$ cat src/rtl/core/hrs_pkg.sv
package hrs_pkg;

  localparam int MAX_REQUEST_BYTES = 65536;
  localparam int MAX_HEADERS = 32;

  localparam int POS_W = $clog2(MAX_REQUEST_BYTES + 1);
  localparam int HDR_W = $clog2(MAX_HEADERS + 1);

  typedef logic [POS_W-1:0] pos_t;
  typedef logic [HDR_W-1:0] hdr_cnt_t;
  typedef logic [16:0] seg_off_t;
  typedef logic [4:0] slot_t;
  typedef logic [2:0] kind_t;
  typedef logic [2:0] fault_t;

  localparam kind_t KIND_METHOD  = 3'd0;
  localparam kind_t KIND_TARGET  = 3'd1;
  localparam kind_t KIND_VERSION = 3'd2;
  localparam kind_t KIND_NAME    = 3'd3;
  localparam kind_t KIND_VALUE   = 3'd4;
  localparam kind_t KIND_BODY    = 3'd5;
  localparam kind_t KIND_ERROR   = 3'd6;

  localparam fault_t FAULT_NONE     = 3'd0;
  localparam fault_t FAULT_REQ_LINE = 3'd1;
  localparam fault_t FAULT_NO_COLON = 3'd2;
  localparam fault_t FAULT_TRUNC    = 3'd3;
  localparam fault_t FAULT_LIMIT    = 3'd4;

  localparam logic [7:0] CH_SP    = 8'h20;
  localparam logic [7:0] CH_TAB   = 8'h09;
  localparam logic [7:0] CH_CR    = 8'h0d;
  localparam logic [7:0] CH_LF    = 8'h0a;
  localparam logic [7:0] CH_COLON = 8'h3a;

  localparam pos_t POS_LIMIT = pos_t'(MAX_REQUEST_BYTES);
  localparam hdr_cnt_t HDR_LIMIT = hdr_cnt_t'(MAX_HEADERS);

  typedef struct packed {
    logic [7:0] data_byte;
    logic       final_byte;
  } req_item_t;

  typedef struct packed {
    kind_t    segment_kind;
    seg_off_t seg_start;
    seg_off_t seg_end;
    slot_t    header_slot;
    fault_t   fault_code;
  } seg_item_t;

  typedef struct packed {
    logic      valid;
    seg_item_t item;
  } seg_result_t;

  function automatic seg_off_t to_off(pos_t p);
    return seg_off_t'(p);
  endfunction

endpackage

$ cat src/rtl/core/hrs_parser.sv
module hrs_parser (
  input  logic                clk,
  input  logic                rst,
  input  logic                step,
  input  hrs_pkg::req_item_t  req,
  output hrs_pkg::seg_result_t result
);

  typedef enum logic [2:0] {
    PH_METHOD,
    PH_TARGET,
    PH_VERSION,
    PH_NAME,
    PH_SKIP,
    PH_VALUE,
    PH_BODY,
    PH_DRAIN
  } phase_t;

  phase_t            phase, phase_next;
  logic              saw_cr, saw_cr_next;
  hrs_pkg::pos_t     byte_pos, byte_pos_next;
  hrs_pkg::pos_t     seg_begin, seg_begin_next;
  hrs_pkg::pos_t     body_begin, body_begin_next;
  hrs_pkg::hdr_cnt_t headers_seen, headers_seen_next;
  hrs_pkg::fault_t   fault;
  logic              crlf;

  function automatic hrs_pkg::seg_result_t make_seg(hrs_pkg::kind_t kind, hrs_pkg::pos_t seg_lo,
                                                   hrs_pkg::pos_t seg_hi, hrs_pkg::slot_t slot,
                                                   hrs_pkg::fault_t code);
    hrs_pkg::seg_result_t r;
    r.valid             = 1'b1;
    r.item.segment_kind = kind;
    r.item.seg_start    = hrs_pkg::to_off(seg_lo);
    r.item.seg_end      = hrs_pkg::to_off(seg_hi);
    r.item.header_slot  = slot;
    r.item.fault_code   = code;
    return r;
  endfunction

  always_comb begin
    phase_next        = phase;
    saw_cr_next       = saw_cr;
    byte_pos_next     = byte_pos;
    seg_begin_next    = seg_begin;
    body_begin_next   = body_begin;
    headers_seen_next = headers_seen;
    result            = '0;
    fault             = hrs_pkg::FAULT_NONE;
    crlf              = saw_cr && (req.data_byte == hrs_pkg::CH_LF);

    if (phase != PH_DRAIN) begin
      if (byte_pos >= hrs_pkg::POS_LIMIT) begin
        fault = hrs_pkg::FAULT_LIMIT;
      end else begin
        case (phase)
          PH_METHOD, PH_TARGET: begin
            if (crlf) begin
              fault = hrs_pkg::FAULT_REQ_LINE;
            end else if (req.data_byte == hrs_pkg::CH_SP) begin
              result = make_seg((phase == PH_METHOD) ? hrs_pkg::KIND_METHOD
                                                     : hrs_pkg::KIND_TARGET,
                                seg_begin, byte_pos, '0, hrs_pkg::FAULT_NONE);
              seg_begin_next = byte_pos + 1'b1;
              phase_next = (phase == PH_METHOD) ? PH_TARGET : PH_VERSION;
            end
          end
          PH_VERSION: begin
            if (crlf) begin
              result = make_seg(hrs_pkg::KIND_VERSION, seg_begin, byte_pos - 1'b1, '0,
                                hrs_pkg::FAULT_NONE);
              seg_begin_next = byte_pos + 1'b1;
              phase_next = PH_NAME;
            end
          end
          PH_NAME: begin
            if (crlf) begin
              // empty line closes the header block
              if (seg_begin == byte_pos - 1'b1) begin
                body_begin_next = byte_pos + 1'b1;
                phase_next = PH_BODY;
              end else begin
                fault = hrs_pkg::FAULT_NO_COLON;
              end
            end else if (req.data_byte == hrs_pkg::CH_COLON) begin
              if (headers_seen >= hrs_pkg::HDR_LIMIT) begin
                fault = hrs_pkg::FAULT_LIMIT;
              end else begin
                result = make_seg(hrs_pkg::KIND_NAME, seg_begin, byte_pos,
                                  hrs_pkg::slot_t'(headers_seen), hrs_pkg::FAULT_NONE);
                phase_next = PH_SKIP;
              end
            end
          end
          PH_SKIP: begin
            if (req.data_byte != hrs_pkg::CH_SP && req.data_byte != hrs_pkg::CH_TAB) begin
              seg_begin_next = byte_pos;
              phase_next = PH_VALUE;
            end
          end
          PH_VALUE: begin
            if (crlf) begin
              result = make_seg(hrs_pkg::KIND_VALUE, seg_begin, byte_pos - 1'b1,
                                hrs_pkg::slot_t'(headers_seen), hrs_pkg::FAULT_NONE);
              headers_seen_next = headers_seen + 1'b1;
              seg_begin_next = byte_pos + 1'b1;
              phase_next = PH_NAME;
            end
          end
          default: begin
          end
        endcase
        saw_cr_next   = (req.data_byte == hrs_pkg::CH_CR);
        byte_pos_next = byte_pos + 1'b1;
      end

      if (fault != hrs_pkg::FAULT_NONE) begin
        result = make_seg(hrs_pkg::KIND_ERROR, byte_pos, byte_pos, '0, fault);
        phase_next = PH_DRAIN;
      end
    end

    if (req.final_byte) begin
      if (phase_next == PH_BODY) begin
        result = make_seg(hrs_pkg::KIND_BODY, body_begin_next, byte_pos + 1'b1, '0,
                          hrs_pkg::FAULT_NONE);
      end else if (phase_next != PH_DRAIN) begin
        // request ended before the blank line
        result = make_seg(hrs_pkg::KIND_ERROR, byte_pos, byte_pos, '0, hrs_pkg::FAULT_TRUNC);
      end
      phase_next        = PH_METHOD;
      saw_cr_next       = 1'b0;
      byte_pos_next     = '0;
      seg_begin_next    = '0;
      body_begin_next   = '0;
      headers_seen_next = '0;
    end
  end

  always_ff @(posedge clk) begin
    if (rst) begin
      phase        <= PH_METHOD;
      saw_cr       <= 1'b0;
      byte_pos     <= '0;
      seg_begin    <= '0;
      body_begin   <= '0;
      headers_seen <= '0;
    end else if (step) begin
      phase        <= phase_next;
      saw_cr       <= saw_cr_next;
      byte_pos     <= byte_pos_next;
      seg_begin    <= seg_begin_next;
      body_begin   <= body_begin_next;
      headers_seen <= headers_seen_next;
    end
  end

endmodule

$ cat src/rtl/core/hrs_out_buf.sv
module hrs_out_buf (
  input  logic                 clk,
  input  logic                 rst,
  input  hrs_pkg::seg_result_t push,
  output logic                 full,
  output logic                 valid,
  input  logic                 ready,
  output hrs_pkg::seg_item_t   item
);

  logic               main_valid;
  logic               skid_valid;
  hrs_pkg::seg_item_t main_item;
  hrs_pkg::seg_item_t skid_item;
  logic               pop;

  assign pop   = main_valid && ready;
  assign valid = main_valid;
  assign item  = main_item;
  assign full  = skid_valid;

  // a push never arrives while the skid entry is occupied
  always_ff @(posedge clk) begin
    if (rst) begin
      main_valid <= 1'b0;
      skid_valid <= 1'b0;
    end else if (pop) begin
      if (skid_valid) begin
        main_valid <= 1'b1;
        skid_valid <= 1'b0;
      end else begin
        main_valid <= push.valid;
      end
    end else if (push.valid) begin
      if (!main_valid) begin
        main_valid <= 1'b1;
      end else begin
        skid_valid <= 1'b1;
      end
    end
  end

  always_ff @(posedge clk) begin
    if (pop) begin
      main_item <= skid_valid ? skid_item : push.item;
    end else if (push.valid && !main_valid) begin
      main_item <= push.item;
    end
    if (!pop && push.valid && main_valid) begin
      skid_item <= push.item;
    end
  end

endmodule

$ cat src/rtl/core/http_request_segmenter.sv
// a segment is offered on seg after its closing byte passes the byte register, the parse
//   (combinational) and the result buffer; bytes that close no segment give nothing
// throughput: one request byte per cycle while the two-entry result buffer is not full
// reset: synchronous rst returns the parser to the method phase at offset zero and
//   empties the byte register and result buffer
module http_request_segmenter (
  input  logic               clk,
  input  logic               rst,
  input  logic               req_valid,
  output logic               req_ready,
  input  hrs_pkg::req_item_t req,
  output logic               seg_valid,
  input  logic               seg_ready,
  output hrs_pkg::seg_item_t seg
);

  logic                 hold_valid;
  hrs_pkg::req_item_t   hold;
  logic                 step;
  logic                 buf_full;
  hrs_pkg::seg_result_t result;
  hrs_pkg::seg_result_t pushed;

  assign step      = hold_valid && !buf_full;
  assign req_ready = !hold_valid || !buf_full;

  always_ff @(posedge clk) begin
    if (rst) begin
      hold_valid <= 1'b0;
    end else if (req_ready) begin
      hold_valid <= req_valid;
    end
  end

  always_ff @(posedge clk) begin
    if (req_ready && req_valid) begin
      hold <= req;
    end
  end

  hrs_parser u_parser (
    .clk    (clk),
    .rst    (rst),
    .step   (step),
    .req    (hold),
    .result (result)
  );

  assign pushed.valid = result.valid && step;
  assign pushed.item  = result.item;

  hrs_out_buf u_out_buf (
    .clk   (clk),
    .rst   (rst),
    .push  (pushed),
    .full  (buf_full),
    .valid (seg_valid),
    .ready (seg_ready),
    .item  (seg)
  );

endmodule

$ cat config.mk
export PLATFORM = sky130hd
export DESIGN_NAME = http_request_segmenter
export DESIGN_NICKNAME = d
export VERILOG_FILES = /design/src/rtl/core/hrs_pkg.sv /design/src/rtl/core/hrs_parser.sv /design/src/rtl/core/hrs_out_buf.sv /design/src/rtl/core/http_request_segmenter.sv
export SDC_FILE = /design/constraint.sdc
export NUM_CORES = 1
export LEC_CHECK = 0
export BUFFER_PORTS_ARGS = -buffer_cell sky130_fd_sc_hd__buf_4
export CORE_ASPECT_RATIO = 1.2
export CORE_UTILIZATION = 56
export CTS_CLUSTER_DIAMETER = 30
export DETAILED_ROUTE_END_ITERATION = 8
export GPL_ROUTABILITY_DRIVEN = 0
export PLACE_DENSITY = 0.77
export SETUP_SLACK_MARGIN = 0.1
export SYNTH_ARGS = -nofsm -noshare
export SYNTH_HDL_FRONTEND = slang
export SYNTH_SLANG_ARGS = --single-unit
$ cat constraint.sdc
create_clock -name clk -period 6.4 [get_ports clk]
set_input_delay 1.92 -clock clk [delete_from_list [all_inputs] [get_ports clk]]
set_output_delay 1.92 -clock clk [all_outputs]
set_load 0.01 [all_outputs]
==> results of run 1 <==
[power groups by stage]
stage                     combinational (mW)  clock (mW)  sequential [mW]
final                                  0.134        1.09             1.14
after CTS                              0.131        1.09             1.14
after global routing                   0.143        1.13             1.14
after detailed placement               0.130           0             1.16
after floorplan                       0.0746           0             1.16
after global placement                 0.128           0             1.16
[sequential cells by signal, indices dropped and copies added, names as in the netlist, 3 cells and up]
signal	count
u_parser.seg_begin	17
u_out_buf.item	45
u_out_buf.skid_item	45
u_parser.phase	3
u_parser.body_begin	17
u_parser.byte_pos	17
hold	9
u_parser.headers_seen	6
[stage by stage]
stage               total power [mW]  setup slack [ps]   util  hold slack (ps)  std cells
finish                          2.36              1060  0.645              491       1235
CTS                             2.36              1170  0.645              492       1235
global route                    2.41               633  0.645              542       1235
detailed placement              1.29              1190  0.607              479       1203
global placement                1.29              1360  0.607              466       1203
floorplan                       1.24               875      -              456        995
[layer usage]
layer | share of wire | up-vias
met4 | 0.053 | 0
met1 | 0.41 | 3676
met5 | 0 | -
li1 | - | 3692
met3 | 0.10 | 125
met2 | 0.44 | 553
[critical path, stage by stage (launching register included)]
cell                       delay, ps
sky130_fd_sc_hd__dfxtp_1         430
sky130_fd_sc_hd__inv_1           220
sky130_fd_sc_hd__ha_1            310
sky130_fd_sc_hd__nor3b_2         660
sky130_fd_sc_hd__nand2_1         130
sky130_fd_sc_hd__or3_1           390
sky130_fd_sc_hd__a221oi_2        360
sky130_fd_sc_hd__nand4_4         240
sky130_fd_sc_hd__o21ai_2         460
sky130_fd_sc_hd__nand2_1         430
sky130_fd_sc_hd__nand2_1         170
sky130_fd_sc_hd__nand2_1         130
sky130_fd_sc_hd__o21ai_4         630
sky130_fd_sc_hd__buf_4           420
[path summary, 6_finish.rpt]
| check | start | to | depth (start not counted) |
|---|---|---|---|
| worst max-delay path | u_parser.byte_pos[0] | u_out_buf.item[39] | 13 |
| worst min-delay path | u_parser.body_begin[13] | u_parser.body_begin[13] | 2 |
| worst max register to register | u_parser.byte_pos[0] | u_out_buf.item[39] | 13 |
| worst min register to register | u_parser.body_begin[13] | u_parser.body_begin[13] | 2 |
[cells by family (layout without fill, tap and decap cells)]
kind of cell    count (synthesis)  after routing  share of synthesized area
simple gates                  346            346                      0.185
compound gates                260            260                      0.182
flops                         163            163                      0.452
buf+inv                        95            123                     0.0407
mux                            76             76                     0.0864
xor+xnor                       50             50                     0.0466
fa+ha+maj                       5              5                    0.00665
[cell usage in the layout (no fill, tap or decap), types with 4 or more instances in the layout]
cell / instances
sky130_fd_sc_hd__clkbuf_16: 17
sky130_fd_sc_hd__a21oi_1: 73
sky130_fd_sc_hd__a211oi_1: 5
sky130_fd_sc_hd__nand4_1: 11
sky130_fd_sc_hd__a21o_1: 5
sky130_fd_sc_hd__inv_6: 4
sky130_fd_sc_hd__dfxtp_1: 64
sky130_fd_sc_hd__o21a_1: 4
sky130_fd_sc_hd__mux2_2: 41
sky130_fd_sc_hd__ha_1: 5
sky130_fd_sc_hd__o21ai_1: 4
sky130_fd_sc_hd__or4_1: 4
sky130_fd_sc_hd__xnor2_1: 30
sky130_fd_sc_hd__or3_1: 14
sky130_fd_sc_hd__a22o_1: 4
sky130_fd_sc_hd__a311oi_1: 5
sky130_fd_sc_hd__nor3_1: 27
sky130_fd_sc_hd__xor2_1: 20
sky130_fd_sc_hd__o31a_1: 4
sky130_fd_sc_hd__nor2_1: 124
sky130_fd_sc_hd__nor2b_1: 9
sky130_fd_sc_hd__o31ai_1: 15
sky130_fd_sc_hd__a31oi_1: 8
sky130_fd_sc_hd__o21ai_0: 53
sky130_fd_sc_hd__buf_4: 72
sky130_fd_sc_hd__edfxtp_1: 99
sky130_fd_sc_hd__and2_1: 12
sky130_fd_sc_hd__o221a_2: 5
sky130_fd_sc_hd__inv_1: 17
sky130_fd_sc_hd__nand2b_1: 12
sky130_fd_sc_hd__or2_2: 4
sky130_fd_sc_hd__nand2_1: 67
sky130_fd_sc_hd__and3_1: 9
sky130_fd_sc_hd__inv_8: 4
sky130_fd_sc_hd__o22ai_1: 13
sky130_fd_sc_hd__mux2i_1: 35
sky130_fd_sc_hd__nand3_1: 26
sky130_fd_sc_hd__a22oi_1: 32
[layout make-up]
class,count,area (µm²),area share
clock buffer,18,429,0.0407
clock inverter,14,189,0.0179
inverter,19,71.3,0.00677
multi-input combinational,737,4780,0.454
sequential,163,4250,0.404
tap,212,265,0.0252
timing repair buffer,72,541,0.0513
==> results.sh, run 1 <==
export IMPL_timing_setup_tns_ps=0
export IMPL_grt_util_all_layers=0.311
export IMPL_rsz0062_at_grt="false"
export IMPL_ioPinCount=60
export IMPL_drc_errors=0
export IMPL_area_delta_synth_final_pct=12.0
export IMPL_finClkSkew_ps=11.5
export IMPL_cell_internal_pwr_mw=1.81
export IMPL_ir_drop_v=0.000172
export IMPL_detail_route_antenna_nets=0
export IMPL_global_route_track_usage_on_met2=0.471
export IMPL_report_final_setup_viol=0
export IMPL_ctsHtreeMaxLevel=4
export IMPL_endpoint_kind="register"
export IMPL_post_cts_repair_setup_buffers=0
export IMPL_placeableCoreArea_um2=16300
export IMPL_start_util=0.576
export IMPL_fp_dieH_um=144
export IMPL_grt_max_degree=50
export IMPL_netlist_top_cells_count="sky130_fd_sc_hd__nor2_1, sky130_fd_sc_hd__edfxtp_1, sky130_fd_sc_hd__a21oi_1"
export IMPL_transition_time_at_the_pin_with_the_least_slew_margin_ps=1270
export IMPL_switching_power_total_mw=0.556
export IMPL_antenna_found_initial=0
export IMPL_cellPowerDensity_nw_per_um2=224
export IMPL_synth_seq_cells=163
export IMPL_syn_cell_area_um2=9400
export IMPL_dieWidth_um=120
export IMPL_critical_path_required_ps=6510
export IMPL_synth_lib_cells_used_distinct=78
export IMPL_timing_fmax_mhz=187
export IMPL_tritoncts="built"
export IMPL_groute_layer_met3_usage=0.0603
export IMPL_die_area_um2=17300
export IMPL_setup_reg_to_reg_worst_slack_ps=1060
export IMPL_area_contributors_post_synth="sky130_fd_sc_hd__edfxtp_1, sky130_fd_sc_hd__dfxtp_1, sky130_fd_sc_hd__nor2_1"
export IMPL_drtIter0Drc=1562
export IMPL_drive_above_1_share=0.174
export IMPL_fill_cells=1316
export IMPL_final_hold_viol_count=0
export IMPL_max_slew_violations=0
export IMPL_portion_of_synthesized_cell_area_occupied_by_the_leading_cell_type=0.316
export IMPL_category_of_the_worst_setup_path_launch_point="register"
export IMPL_synth_most_common_cell="sky130_fd_sc_hd__nor2_1"
export IMPL_hold_path_class="register to register"
export IMPL_synth_edf_count=99
export IMPL_run_status="completed"
export IMPL_route_detailed_vias_per_inst=6.51
export IMPL_yosysWarnings=0
export IMPL_number_of_global_route_vias_before_repair=7249
export IMPL_synth_top_flop_cell="sky130_fd_sc_hd__edfxtp_1"
export IMPL_grt_first_pass_wirelength_um=40700
export IMPL_total_leakage_power_nw=3.84
export IMPL_critical_path_arrival_ps=5450
export IMPL_finish_instance_area_um2=10500
export IMPL_overflow=0
export IMPL_vias=8046
export IMPL_numPortBuffers=59
export IMPL_netlist_instances=995
export IMPL_clock_power_share=0.462
export IMPL_sw_frac_of_total=0.235
export IMPL_timing_final_crit_share=0.834
export IMPL_grt_busiest_layer="met2"
export IMPL_global_route_usage_met1=0.420
export IMPL_worst_setup_hold_path_clk_slew_ps=70
export IMPL_maxCapViolCount=0
export IMPL_design_final_nets=1028
export IMPL_place_detailed_hpwl_um=18000
export IMPL_cts_inserted_buffers=17
export IMPL_ctsHoldBuffers=0
export IMPL_first_pass_iters=8
export IMPL_totalWireLength_um=26500
export IMPL_part_of_the_total_power_dissipated_in_combinational_logic=0.057
export IMPL_max_clock_path_buffers=2
export IMPL_cts_resized_gates=0
export IMPL_mean_area_per_synthesized_cell_um2=9.45
export IMPL_insertion_delay_ps=440
export IMPL_relSlewSlack=0.148
export IMPL_placed_cell_area_um2=9910
export IMPL_synth_yosys_seq_area_share=0.452
export IMPL_seq_power_share=0.481
export IMPL_drt_wirelength_per_cell_um=21.5
export IMPL_period_needed_ps=5340
export IMPL_critical_path_class="register to register"
export IMPL_synth_area_leader_cell="sky130_fd_sc_hd__edfxtp_1"
export IMPL_cts_num_sinks=163
export IMPL_async_flop_share=0
export IMPL_synth_nets=1013
export IMPL_cts_root_buf="sky130_fd_sc_hd__clkbuf_16"
export IMPL_placement_rows=51
export IMPL_worst_path_max_fanout=23
export IMPL_n_antenna_cell=0
Note: power is estimated with default switching activity, not from simulation.
==> inputs of run 2 (changes only) <==
- clock period: 6.4 -> 4.4 ns (I/O delays scaled with it)
==> run 2 against run 1 <==
Compared with the run above: clock skew decreased by 3.3 ps; clock power increased by 40%; count of clock-buffer cells in the layout did not move; sequential share of layout area down 1.1 points; total power rose by 44%; utilization increased by 1.9 points; worst setup slack lost 840 ps; global-route usage rose by 2.4 points; flip-flop and latch count is the same; critical endpoint is now u_out_buf.item[12]; largest cell class unchanged; highest routed layer unchanged.
==> results.sh, run 2 (synthesis results as in run 1) <==
export IMPL_run_status="completed"
export IMPL_category_of_the_worst_setup_path_launch_point="register"
export IMPL_number_of_global_route_vias_before_repair=7814
export IMPL_seq_power_share=0.488
export IMPL_cellPowerDensity_nw_per_um2=313
export IMPL_transition_time_at_the_pin_with_the_least_slew_margin_ps=951
export IMPL_ioPinCount=60
export IMPL_timing_critical_path_slowest_stage_cell="sky130_fd_sc_hd__dfxtp_1"
export IMPL_route_detailed_vias_per_inst=6.69
export IMPL_worst_setup_hold_path_clk_slew_ps=70
export IMPL_critical_path_arrival_ps=4480
export IMPL_hold_path_class="register to register"
export IMPL_grt_util_all_layers=0.336
export IMPL_ctsHoldBuffers=0
export IMPL_numPortBuffers=59
export IMPL_max_slew_violations=0
export IMPL_worst_path_max_fanout=10
export IMPL_placement_rows=51
export IMPL_timing_final_crit_share=0.950
export IMPL_period_needed_ps=4180
export IMPL_clock_power_share=0.452
export IMPL_critical_path_required_ps=4710
export IMPL_finClkSkew_ps=8.15
export IMPL_worstPathCellList="xnor2_1 -> nor4b_1 -> a21oi_1 -> o21ai_0 -> nand4_4 -> o21ai_4 -> buf_4 -> and2_1 -> o22ai_1 -> a311oi_1 -> mux2_2"
export IMPL_rsz0062_at_grt="false"
export IMPL_sw_frac_of_total=0.241
export IMPL_drive_above_1_share=0.204
export IMPL_part_of_the_total_power_dissipated_in_combinational_logic=0.061
export IMPL_drtIter0Drc=1527
export IMPL_grt_max_degree=50
export IMPL_insertion_delay_ps=440
export IMPL_tritoncts="built"
export IMPL_n_antenna_cell=0
export IMPL_cts_num_sinks=163
export IMPL_dieWidth_um=120
export IMPL_report_final_setup_viol=0
export IMPL_relSlewSlack=0.364
export IMPL_final_hold_viol_count=0
export IMPL_design_final_nets=1064
export IMPL_fp_dieH_um=144
export IMPL_total_leakage_power_nw=4.01
export IMPL_overflow=0
export IMPL_start_util=0.576
export IMPL_maxCapViolCount=0
export IMPL_grt_first_pass_wirelength_um=43700
export IMPL_max_clock_path_buffers=2
export IMPL_final_setup_worst_slack_ps=222
export IMPL_ctsHtreeMaxLevel=4
export IMPL_critical_path_class="register to register"
export IMPL_totalWireLength_um=28400
export IMPL_cts_root_buf="sky130_fd_sc_hd__clkbuf_16"
export IMPL_cts_inserted_buffers=17
export IMPL_drt_wirelength_per_cell_um=22.4
export IMPL_timing_fmax_mhz=239
export IMPL_cell_internal_pwr_mw=2.57
export IMPL_placeableCoreArea_um2=16300
export IMPL_die_area_um2=17300
export IMPL_area_delta_synth_final_pct=15.3
export IMPL_vias=8497
export IMPL_detail_route_antenna_nets=0
export IMPL_antenna_found_initial=0
export IMPL_pre_cts_slack_ps=282
export IMPL_drc_errors=0
export IMPL_switching_power_total_mw=0.818
export IMPL_mostFrequentLayoutCell="sky130_fd_sc_hd__nor2_1"
export IMPL_maximum_cell_stage_delay_along_the_critical_path_ps=700
export IMPL_finalPower_mw=3.39
export IMPL_endpoint_kind="register"
export IMPL_ir_drop_v=0.000254
export IMPL_first_pass_iters=6
export IMPL_timing_setup_tns_ps=0
export IMPL_place_detailed_hpwl_um=19300
export IMPL_top_library_cells_by_usage_in_the_layout_fill_and_taps_aside="sky130_fd_sc_hd__nor2_1, sky130_fd_sc_hd__buf_4, sky130_fd_sc_hd__edfxtp_1, sky130_fd_sc_hd__a21oi_1, sky130_fd_sc_hd__nand2_1"
-- run 2: changes by cell type in the layout (fill, tap and decap cells not counted), moves of 2 or more --
cell,previous run,this run
sky130_fd_sc_hd__buf_4,72,105
sky130_fd_sc_hd__buf_12,0,3
sky130_fd_sc_hd__inv_8,4,1
sky130_fd_sc_hd__clkinv_4,1,3
-- run 2: timing repair --
item,4_1_cts,5_1_grt
gates resized for setup,0,3
setup endpoints to repair,0,116
setup buffers,0,1
-- run 2: path summary, 6_finish.rpt --
kind | startpoint | to | slack [ps] | cells past startpoint
min reg2reg | u_parser.body_begin[6] | u_parser.body_begin[6] | 510 | 2
min | u_parser.body_begin[6] | u_parser.body_begin[6] | 510 | 2
max reg2reg | u_parser.byte_pos[9] | u_out_buf.item[12] | 220 | 11
max | u_parser.byte_pos[9] | u_out_buf.item[12] | 220 | 11
-- run 2: layer usage --
| metal | track usage | wire length [µm] | vias up |
|---|---|---|---|
| met3 | 0.0802 | 3220 | 146 |
| met2 | 0.512 | 12600 | 635 |
| met1 | 0.444 | 11000 | 3966 |
| met5 | 0 | 0 | - |
| li1 | - | - | 3750 |
| met4 | 0.172 | 1620 | 0 |
-- run 2: metrics by stage --
step	hold WS, ps	utilization	cells	cell area (µm²)
final	508	0.664	1271	10800
after global routing	539	0.664	1271	10800
after CTS	512	0.662	1270	10800
after detailed placement	495	0.625	1238	10200
after global placement	485	0.625	1238	10200
after floorplan	456	-	995	9420
-- run 2: final cells by class --
| cell class | instances | area [µm²] |
|---|---|---|
| clock inverter | 14 | 170 |
| fill | 1265 | 5500 |
| multi-input combinational | 737 | 4800 |
| inverter | 19 | 71.3 |
| sequential | 163 | 4250 |
| clock buffer | 18 | 429 |
| timing repair buffer | 108 | 848 |
| tap | 212 | 265 |
-- run 2: power groups by stage --
stage                     Sequential, mW  Clock [mW]  Combinational [mW]
after floorplan                     1.69           0               0.109
after global placement              1.69           0               0.194
after detailed placement            1.69           0               0.199
after CTS                           1.65        1.53               0.200
after global routing                1.66        1.58               0.219
final                               1.65        1.53               0.206
-- run 2: critical path: cells and delay by family (launching register included) --
family / cells / cell delay [ps]
AO/OA/AOI/OAI: 5 / 1670
XOR/XNOR: 1 / 200
buffers and inverters: 1 / 240
flip-flops: 1 / 700
multiplexers: 1 / 240
AND/OR/NAND/NOR: 3 / 970
==> inputs of run 3 (changes only) <==
- CORE_ASPECT_RATIO: 1.2 -> 0.9
==> run 3 against run 2 <==
Compared with the run above: the flow now finishes with violations (design-rule violations); clock skew is 3.3 ps higher; non-clock buffer count decreased by 3; sequential power about the same; critical path type unchanged; combinational power about the same; critical path depth is 2 lower; via count fell by 2.3%; global-route usage decreased by 1.3 points; flip-flop and latch count unchanged.
==> results.sh, run 3 (synthesis results as in run 1) <==
export IMPL_run_status="finished, violations left"
export IMPL_failed_checks="design-rule violations"
export IMPL_number_of_global_route_vias_before_repair=7658
export IMPL_ioPinCount=60
export IMPL_design_final_nets=1061
export IMPL_placedCellCount=1231
export IMPL_area_delta_synth_final_pct=14.6
export IMPL_layoutNonFillerInstCount=1263
export IMPL_worst_setup_hold_path_clk_slew_ps=70
export IMPL_dr_max_layer_used="met4"
export IMPL_drive_above_1_share=0.203
export IMPL_max_slew_violations=0
export IMPL_totalWireLength_um=27800
export IMPL_cellPowerDensity_nw_per_um2=308
export IMPL_start_util=0.577
export IMPL_drt_wirelength_per_cell_um=22.0
export IMPL_ir_drop_v=0.000270
export IMPL_top_library_cells_by_usage_in_the_layout_fill_and_taps_aside="sky130_fd_sc_hd__nor2_1, sky130_fd_sc_hd__buf_4, sky130_fd_sc_hd__edfxtp_1, sky130_fd_sc_hd__a21oi_1, sky130_fd_sc_hd__nand2_1"
export IMPL_grt_util_all_layers=0.322
export IMPL_place_detailed_hpwl_um=19300
export IMPL_worst_path_max_fanout=40
export IMPL_placement_rows=44
export IMPL_finClkSkew_ps=11.5
export IMPL_overflow=0
export IMPL_fill_cells=1279
export IMPL_cts_inserted_buffers=17
export IMPL_numPortBuffers=59
export IMPL_grt_first_pass_wirelength_um=42700
export IMPL_max_clock_path_buffers=2
export IMPL_insertion_delay_ps=440
export IMPL_placeableCoreArea_um2=16300
export IMPL_timing_fmax_mhz=240
export IMPL_ctsHtreeMaxLevel=4
export IMPL_total_leakage_power_nw=3.99
export IMPL_maximum_cell_stage_delay_along_the_critical_path_ps=770
export IMPL_detail_route_antenna_nets=0
export IMPL_endpoint_kind="register"
export IMPL_relSlewSlack=0.397
export IMPL_ctsHoldBuffers=0
export IMPL_route_detailed_vias_per_inst=6.57
export IMPL_rsz0062_at_grt="true"
export IMPL_m1_wire_length_um=11400
export IMPL_timing_final_crit_share=0.945
export IMPL_reg2reg_depth=9
export IMPL_antenna_found_initial=0
export IMPL_maxCapViolCount=0
export IMPL_drc_errors=6
export IMPL_report_final_setup_viol=0
export IMPL_timing_critical_path_slowest_stage_cell="sky130_fd_sc_hd__nor4bb_1"
export IMPL_routed_wl_met3_um=3630
export IMPL_final_hold_viol_count=0
export IMPL_finalPower_mw=3.31
export IMPL_critical_path_arrival_ps=4280
export IMPL_cts_num_sinks=163
export IMPL_transition_time_at_the_pin_with_the_least_slew_margin_ps=880
export IMPL_vias=8304
export IMPL_n_antenna_cell=0
export IMPL_tritoncts="built"
export IMPL_mostFrequentLayoutCell="sky130_fd_sc_hd__nor2_1"
export IMPL_dieWidth_um=139
export IMPL_period_needed_ps=4160
export IMPL_drtIter0Drc=1278
export IMPL_crit_path_frequent_cell="sky130_fd_sc_hd__o21ai_0"
export IMPL_worstPathCellList="nor4bb_1 -> nand3_1 -> o21ai_0 -> o21a_1 -> buf_4 -> o21ai_0 -> a21oi_1 -> and3_2 -> buf_12"
export IMPL_die_area_um2=17300
export IMPL_hold_path_class="register to register"
export IMPL_category_of_the_worst_setup_path_launch_point="register"
export IMPL_hold_path_depth=2
export IMPL_routed_met2_length_um=11600
export IMPL_critical_path_class="register to register"
export IMPL_cts_root_buf="sky130_fd_sc_hd__clkbuf_16"
export IMPL_grt_max_degree=50
export IMPL_first_pass_iters=8
export IMPL_timing_setup_tns_ps=0
export IMPL_critical_path_required_ps=4520
export IMPL_fp_dieH_um=125
## run 3: cell count changes in the layout (fill, tap and decap cells not counted), sizes merged
cell / before / now
bufinv: 2 / 1
inv: 23 / 26
buf: 108 / 105
clkinv: 7 / 5
## run 3: metal layers
metal  GRT usage  vias to the layer above
met4       0.147                        0
met2       0.460                      602
met1       0.443                     3829
met3       0.106                      118
met5           0                        -
li1            -                     3755
## run 3: area by class of cell
class                           instances  area (µm²)  area share
Clock buffer                           18         429      0.0398
Tap cell                              207         259      0.0240
Clock inverter                         14         139      0.0129
Sequential cell                       163        4250       0.395
Timing Repair Buffer                  105         813      0.0755
Multi-Input combinational cell        737        4810       0.446
Inverter                               19        71.3     0.00662
## run 3: path summary, 6_finish.rpt
path | startpoint | slack, ps | endpoint
min | u_parser.body_begin[7] | 510 | u_parser.body_begin[7]
max reg2reg | hold[3] | 240 | u_out_buf.skid_item[11]
max | hold[3] | 240 | u_out_buf.skid_item[11]
min reg2reg | u_parser.body_begin[7] | 510 | u_parser.body_begin[7]
## run 3: power breakdown
part	internal [mW]	switching [mW]	total (mW)
logic	0.0775	0.127	0.204
clock network	0.798	0.659	1.46
registers	1.64	0.0125	1.65
total	2.51	0.798	3.31
## run 3: per-stage QoR
| stage | cell area, µm² | setup WS, ps | utilization | hold slack, ps |
|---|---|---|---|---|
| floorplan | 9420 | 150 | - | 456 |
| global placement | 10200 | 517 | 0.625 | 471 |
| detailed placement | 10200 | 372 | 0.625 | 489 |
| CTS | 10700 | 330 | 0.660 | 509 |
| global route | 10800 | 94.1 | 0.661 | 536 |
| finish | 10800 | 241 | 0.661 | 506 |
## run 3: worst max-delay path, delay by kind of cell (launching register included)
kind | cells | cell delay [ps]
AO/OA/AOI/OAI | 4 | 1280
buffers and inverters | 2 | 550
flip-flops | 1 | 480
AND/OR/NAND/NOR | 3 | 1510
## run 3: what timing repair did
action	4_1_cts	5_1_grt
buffers inserted	0	0
endpoints found under the setup margin	0	6
gates resized for setup	0	4
